[src/rtl/grr_pkg.sv]
package grr_pkg;

  localparam int GLYPH_WORDS_DEF = 4096;
  localparam int CHAR_SLOTS_DEF = 256;
  localparam int MAX_GLYPH_WIDTH = 32;
  localparam int MAX_GLYPH_HEIGHT = 32;

  localparam int WCAP = (MAX_GLYPH_WIDTH < 32) ? MAX_GLYPH_WIDTH : 32;
  localparam int HCAP = (MAX_GLYPH_HEIGHT < 32) ? MAX_GLYPH_HEIGHT : 32;
  localparam logic [5:0] WCAP6 = 6'(WCAP);
  localparam logic [5:0] HCAP6 = 6'(HCAP);

  localparam int CFG_INDEX_W = 3;
  localparam int CFG_DATA_W = 11;
  localparam int IDX_W = 8;

  typedef enum logic [1:0] {
    OP_LOAD_GLYPH  = 2'd0,
    OP_LOAD_WIDTH  = 2'd1,
    OP_LOAD_OFFSET = 2'd2,
    OP_DRAW        = 2'd3
  } op_t;

  typedef enum logic [CFG_INDEX_W-1:0] {
    REG_FONT_HEIGHT      = 3'd0,
    REG_FONT_MAX_WIDTH   = 3'd1,
    REG_FIRST_CHAR       = 3'd2,
    REG_CHAR_COUNT       = 3'd3,
    REG_USE_WIDTH_TABLE  = 3'd4,
    REG_USE_OFFSET_TABLE = 3'd5,
    REG_SCREEN_WIDTH     = 3'd6,
    REG_SCREEN_HEIGHT    = 3'd7
  } cfg_reg_t;

  typedef enum logic [2:0] {
    S_IDLE,
    S_LOOK,
    S_SETUP,
    S_ADDR,
    S_FETCH,
    S_W1,
    S_W2,
    S_ZERO
  } state_t;

  typedef struct packed {
    logic [5:0]  font_height;
    logic [5:0]  font_max_width;
    logic [7:0]  first_char;
    logic [8:0]  char_count;
    logic        use_width_table;
    logic        use_offset_table;
    logic [10:0] screen_width;
    logic [10:0] screen_height;
  } cfg_t;

endpackage

[src/rtl/grr_engine.sv]
module grr_engine import grr_pkg::*; #(
  parameter int GLYPH_WORDS = GLYPH_WORDS_DEF,
  parameter int CHAR_SLOTS = CHAR_SLOTS_DEF,
  localparam int AW = $clog2(GLYPH_WORDS),
  localparam int CW = (CHAR_SLOTS > 1) ? $clog2(CHAR_SLOTS) : 1
) (
  input  logic               clk,
  input  logic               rst,
  input  cfg_t               cfg,
  input  logic               in_valid,
  output logic               in_ready,
  input  logic [1:0]         operation,
  input  logic [11:0]        table_index,
  input  logic [15:0]        table_value,
  input  logic signed [10:0] pos_x,
  input  logic signed [10:0] pos_y,
  input  logic [7:0]         char_code,
  input  logic [15:0]        color,
  output logic               out_valid,
  input  logic               out_ready,
  output logic signed [11:0] row_y,
  output logic signed [10:0] start_x,
  output logic [31:0]        pixel_mask,
  output logic [15:0]        pixel_color,
  output logic [5:0]         char_width,
  output logic               last_row,
  output logic               gw_en,
  output logic [AW-1:0]      gw_addr,
  output logic [15:0]        gw_data,
  output logic               gr_en,
  output logic [AW-1:0]      gr_addr,
  input  logic [15:0]        gr_data,
  output logic               tw_width,
  output logic               tw_offset,
  output logic [CW-1:0]      t_waddr,
  output logic [5:0]         t_width_data,
  output logic [11:0]        t_offset_data,
  output logic [CW-1:0]      t_raddr,
  input  logic [5:0]         t_width_rd,
  input  logic [11:0]        t_offset_rd
);

  localparam logic [8:0] SLOTS9 = 9'(CHAR_SLOTS);

  state_t state, state_next;

  logic [10:0]      px;
  logic [10:0]      py;
  logic [15:0]      col;
  logic [IDX_W-1:0] idx;
  logic [5:0]       w;
  logic [5:0]       h;
  logic [5:0]       row;
  logic [AW-1:0]    addr;
  logic [15:0]      word0;
  logic [31:0]      colmask;

  op_t         op;
  logic        in_fire;
  logic        slot_free;
  logic [8:0]  code_diff;
  logic        reject;
  logic [5:0]  w_sel;
  logic [5:0]  w_sat;
  logic [5:0]  h_sat;
  logic [1:0]  words;
  logic [6:0]  mh;
  logic [14:0] prod;
  logic [31:0] base;
  logic [31:0] tidx32;
  logic [11:0] ry;
  logic        row_vis;
  logic        last;
  logic [15:0] lo_word;
  logic [31:0] glyph32;
  logic [31:0] colmask_new;
  logic [11:0] cx;
  logic        emit;
  logic        emit_zero;
  logic        take_word0;

  assign op = op_t'(operation);
  assign in_fire = in_valid && in_ready;
  assign slot_free = !out_valid || out_ready;
  assign tidx32 = 32'(table_index);

  assign code_diff = {1'b0, char_code} - {1'b0, cfg.first_char};
  assign reject = (char_code < cfg.first_char) || (code_diff >= cfg.char_count) ||
                  (code_diff >= SLOTS9);

  assign w_sel = cfg.use_width_table ? t_width_rd : cfg.font_max_width;
  assign w_sat = (w_sel > WCAP6) ? WCAP6 : w_sel;
  assign h_sat = (cfg.font_height > HCAP6) ? HCAP6 : cfg.font_height;

  assign words = 2'((7'(w) + 7'd15) >> 4);
  assign mh = (words == 2'd2) ? {h, 1'b0} : ((words == 2'd1) ? {1'b0, h} : 7'd0);
  assign prod = 15'(mh) * 15'(idx);
  assign base = cfg.use_offset_table ? 32'(t_offset_rd) : 32'(prod);

  assign ry = {py[10], py} + {6'd0, row};
  assign row_vis = !ry[11] && (ry[10:0] < cfg.screen_height);
  assign last = (h == 6'd0) || ((7'(row) + 7'd1) == 7'(h));

  assign lo_word = (state == S_W2) ? word0 : gr_data;

  always_comb begin
    for (int i = 0; i < 16; i++) begin
      glyph32[i] = lo_word[15-i];
      glyph32[16+i] = gr_data[15-i];
    end
  end

  always_comb begin
    for (int i = 0; i < 32; i++) begin
      cx = {px[10], px} + 12'(i);
      colmask_new[i] = (6'(i) < w) && !cx[11] && (cx[10:0] < cfg.screen_width);
    end
  end

  assign gw_addr = tidx32[AW-1:0];
  assign gw_data = table_value;
  assign t_waddr = tidx32[CW-1:0];
  assign t_width_data = table_value[5:0];
  assign t_offset_data = table_value[11:0];
  assign t_raddr = idx[CW-1:0];
  assign gr_addr = addr;

  always_comb begin
    state_next = state;
    in_ready = (state == S_IDLE);
    gw_en = 1'b0;
    tw_width = 1'b0;
    tw_offset = 1'b0;
    gr_en = 1'b0;
    emit = 1'b0;
    emit_zero = 1'b0;
    take_word0 = 1'b0;
    unique case (state)
      S_IDLE: begin
        if (in_fire) begin
          unique case (op)
            OP_LOAD_GLYPH:  gw_en = (tidx32 < 32'(GLYPH_WORDS));
            OP_LOAD_WIDTH:  tw_width = (tidx32 < 32'(CHAR_SLOTS));
            OP_LOAD_OFFSET: tw_offset = (tidx32 < 32'(CHAR_SLOTS));
            OP_DRAW:        state_next = reject ? S_ZERO : S_LOOK;
          endcase
        end
      end
      S_LOOK: state_next = S_SETUP;
      S_SETUP: state_next = S_ADDR;
      S_ADDR: state_next = (w == 6'd0 || h == 6'd0) ? S_ZERO : S_FETCH;
      S_FETCH: begin
        gr_en = 1'b1;
        state_next = S_W1;
      end
      S_W1: begin
        if (words == 2'd2) begin
          take_word0 = 1'b1;
          gr_en = 1'b1;
          state_next = S_W2;
        end else if (slot_free) begin
          emit = 1'b1;
          gr_en = !last;
          state_next = last ? S_IDLE : S_W1;
        end
      end
      S_W2: begin
        if (slot_free) begin
          emit = 1'b1;
          gr_en = !last;
          state_next = last ? S_IDLE : S_W1;
        end
      end
      S_ZERO: begin
        if (slot_free) begin
          emit = 1'b1;
          emit_zero = 1'b1;
          state_next = last ? S_IDLE : S_ZERO;
        end
      end
      default: state_next = S_IDLE;
    endcase
  end

  always_ff @(posedge clk) begin
    if (rst) begin
      state <= S_IDLE;
      out_valid <= 1'b0;
    end else begin
      state <= state_next;
      if (emit) begin
        out_valid <= 1'b1;
      end else if (out_ready) begin
        out_valid <= 1'b0;
      end
    end
  end

  always_ff @(posedge clk) begin
    if (in_fire && op == OP_DRAW) begin
      px <= pos_x;
      py <= pos_y;
      col <= color;
      idx <= code_diff[IDX_W-1:0];
      row <= 6'd0;
      w <= 6'd0;
      h <= 6'd0;
    end
    if (state == S_SETUP) begin
      w <= w_sat;
      h <= h_sat;
    end
    if (state == S_ADDR) begin
      addr <= base[AW-1:0];
      colmask <= colmask_new;
    end
    if (gr_en) begin
      addr <= addr + AW'(1);
    end
    if (take_word0) begin
      word0 <= gr_data;
    end
    if (emit) begin
      row_y <= ry;
      start_x <= px;
      pixel_mask <= emit_zero ? 32'd0 : (glyph32 & colmask & {32{row_vis}});
      pixel_color <= col;
      char_width <= w;
      last_row <= last;
      row <= row + 6'd1;
    end
  end

endmodule

[config.mk]
export PLATFORM = sky130hd
export DESIGN_NAME = grr_engine
export DESIGN_NICKNAME = d
export VERILOG_FILES = /design/src/rtl/grr_pkg.sv /design/src/rtl/grr_engine.sv
export SDC_FILE = /design/constraint.sdc
export NUM_CORES = 1
export LEC_CHECK = 0
export ABC_AREA = 1
export BUFFER_PORTS_ARGS = -buffer_cell sky130_fd_sc_hd__buf_2
export CORE_MARGIN = 5
export CORE_UTILIZATION = 34
export CTS_BUF_LIST = sky130_fd_sc_hd__clkbuf_8
export CTS_CLUSTER_SIZE = 40
export DETAILED_ROUTE_END_ITERATION = 8
export PLACE_DENSITY = 0.61
export SYNTH_ARGS = -nofsm -noshare
export SYNTH_HDL_FRONTEND = slang
export SYNTH_SLANG_ARGS = --single-unit
[constraint.sdc]
create_clock -name clk -period 7 [get_ports clk]
set_clock_uncertainty 0.2 [all_clocks]
set_input_delay 1.05 -clock clk [delete_from_list [all_inputs] [get_ports clk]]
set_output_delay 1.05 -clock clk [all_outputs]
set_load 0.05 [all_outputs]
==> metrics.md <==
| Metric | Value |
|---|---|
| Synth top cells by count | 328 x ha_1, 299 x nand2_1, 292 x inv_1 |
| Non-filler instance count after layout | 3449 |
| Net count after synthesis | 2954 |
| Largest net degree at the start of global routing | 70 |
| Remaining Overflow, GRT | 0 |
| First-pass GRT wire length | 103000 um |
| Share of layout cells above drive strength 1 | 0.150 |
| Routed Antenna Nets | 0 |
| Asr flop ratio synth | 0 |
| Endpoints failing setup | 0 |
| Nature of the critical path endpoint | flip-flop |
| Root Driver | clkbuf_8 |
| Critical Path RT | 7.10 ns |
| First-pass DRT Iterations | 8 |
| HP Class | flip-flop to flip-flop |
| Via count | 17915 |
| DRC viols | 0 |
| Worst-skew pair later-pin latency | 0.58 ns |
| Seq/Total Area, Yosys | 0.296 |
| Clock Path Buffers | 3 |
| Clock-pin slew on the worst setup and hold paths | 0.06 ns |
| Synth unique cells | 57 |
| Min Tclk post-route | 5.69 ns |
| Leading post-synthesis cells by cell area | edfxtp_1 29%, ha_1 20%, xor2_1 8.5% |
| Crit path DAT | 5.79 ns |
| Initial antenna violation count | 2 |
| RSZ-0062 raised after global routing | no |
| Netlist Area Pre-Place | 20800 um2 |
| Critical Path Source Type | flip-flop |
| Max stage delay on crit path | 0.56 ns |
| CP max FO | 11 |
| Synth Instances | 2430 |
| CTS tree | yes |
| Critical Path Slowest Stage Cell | edfxtp_1 |
| Setup TNS | 0 ns |
| GPL Wtd Cong | 0.939 |
| Synth warnings | 0 |
| Number of global-route vias before repair | 17377 |
| Most used cell, CP | inv_1 |
| # placed instances | 3381 |
| Hold Vio Cnt, Final | 0 |
| Layout area overhead | 11.9% |
| H-tree depth | 2 |
| Share of Yosys cell area claimed by the top area cell type | 0.292 |
| Initial cell density of the core | 0.344 |
| Worst-Margin Slew | 1.29 ns |
| Most used DFF post-synth | edfxtp_1 |
| Clock sinks | 206 |
| Pins Over Slew Limit | 0 |
| Total GRT Usage | 0.196 |
| Count of state elements after synthesis | 206 |
| Post-DR wirelength/cell | 19.8 um |
| Leak | 0.0107 uW |
| Die Span Y | 257 um |
| Final period utilization | 0.813 |
| Syn avg cell area | 8.56 um2 |
| Via-to-Cell Ratio | 5.19 |
| Most frequent cell after synthesis | ha_1 |
| Initial detailed-routing violation count | 1462 |
| Max capacitance violation total | 0 |
| Post-CTS Resized | 0 |
| Die ar. | 66200 um2 |
| Core area | 60500 um2 |
| Max VDD drop | 0.000140 V |
| P per Cell Area | 257 nW/um2 |
| Area leader, netlist | edfxtp_1 |
| Fillers | 6137 |
| I/O Pins | 325 |
| Final #Nets | 3162 |
| Post-CTS setup buffers | 0 |
| Hold-fix buffers, CTS | 0 |
| HPWL after detailed placement | 52000 um |
| Die Width | 257 um |
| Rel. slew slack | 0.130 |
| EDFF count, synth | 202 |
| Status | finished, final reports clean |
| I/O Buffers | 250 |
| Setup CP Type | flip-flop to flip-flop |
| CTS buffer count | 37 |
| F_max | 0.176 GHz |
| Final core utilization | 0.385 |
| # rows | 90 |
| Drt total wl | 68300 um |
worst max-delay path, delay by kind of cell (launching register included):
family / cells / cell delay, ns
AO/OA/AOI/OAI: 7 / 0.84
XOR/XNOR: 1 / 0.15
adder cells (fa/ha/maj): 5 / 2.42
buffers and inverters: 6 / 0.50
flip-flops: 1 / 0.56
AND/OR/NAND/NOR: 7 / 0.79
worst paths after layout:
| check | cells past startpoint | slack, ns | end | start |
|---|---|---|---|---|
| setup / recovery | 26 | 1.31 | gr_addr[9] | w[1] |
| hold / removal | 0 | 0.21 | pixel_color[0] | col[0] |
| setup reg to reg | 26 | 1.31 | gr_addr[9] | w[1] |
| hold reg to reg | 0 | 0.21 | pixel_color[0] | col[0] |
final cells by class:
type / instances / area (um2) / share of cell area
Multi-Input combinational cell: 1801 / 12800 / 0.550
Sequential cell: 206 / 6150 / 0.264
Timing Repair Buffer: 281 / 1480 / 0.0638
Inverter: 311 / 1170 / 0.0502
Tap cell: 782 / 978 / 0.0420
Clock buffer: 37 / 509 / 0.0219
Clock inverter: 29 / 190 / 0.00817
Antenna cell: 2 / 5.00 / 0.000215
where the power goes:
part	total [uW]	internal, uW	leakage, uW	switching, uW
Clock	1100	575	0.000384	521
Combinational	3080	951	0.00845	2120
Sequential	1800	1670	0.00189	135
per-layer routing:
layer,global-route usage,vias up,share of wire
met5,0,-,0
met4,0.0774,0,0.043
met3,0.0269,174,0.073
met2,0.328,741,0.46
met1,0.258,8217,0.43
li1,-,8783,-
per-stage QoR:
stage	area, um2	hold slack, ns	setup slack [ns]	total power [uW]
5_1_grt	23300	0.224	0.906	6440
2_1_floorplan	20800	0.200	1.80	4180
3_5_place_dp	22600	0.205	1.34	4880
6_report	23300	0.211	1.31	5970
4_1_cts	23300	0.213	1.34	6010
3_3_place_gp	22600	0.201	1.37	4860
sequential cells by signal, indices dropped and copies added, names as in the netlist:
name / cells
last_row: 1
out_valid: 1
col: 16
pixel_mask: 32
row: 6
state: 3
gr_addr: 12
start_x: 11
word0: 16
colmask: 32
pixel_color: 16
px: 11
char_width: 6
h: 6
row_y: 12
py: 11
w: 6
t_raddr: 8
cells in the final DEF (no fill, tap or decap), types with 4 or more instances in the layout:
cell and instances:
ha_1 328, inv_1 300, nand2_1 298, buf_2 250, nor2_1 229, a21oi_1 204, xor2_1 203, edfxtp_1 202
o21ai_0 103, nand3_1 90, nand4_1 60, clkbuf_8 37, nor3_1 31, buf_4 31, fa_1 29, a211oi_1 27
o311ai_0 25, or2_2 18, o2111ai_1 17, xnor2_1 16, clkinv_1 15, nor4_1 15, o211ai_1 14, inv_2 13
o21ai_1 13, a31oi_1 11, nor2_4 8, nand2_2 6, o21a_1 6, nand2_4 5, clkinv_2 5, nor2_2 4
o21bai_1 4, a21o_1 4, a2111oi_2 4, dfxtp_1 4
cell families (layout without fill, tap and decap cells):
| group | Yosys count | in the layout | share of synthesized area |
|---|---|---|---|
| other cells | 0 | 2 | 0 |
| mux | 3 | 3 | 0.00150 |
| fa+ha+maj | 357 | 357 | 0.225 |
| xor+xnor | 219 | 219 | 0.0922 |
| flops | 206 | 206 | 0.296 |
| compound gates | 443 | 443 | 0.127 |
| buf+inv | 423 | 658 | 0.0905 |
| simple gates | 779 | 779 | 0.168 |
Note: power is estimated with default switching activity, not from simulation.
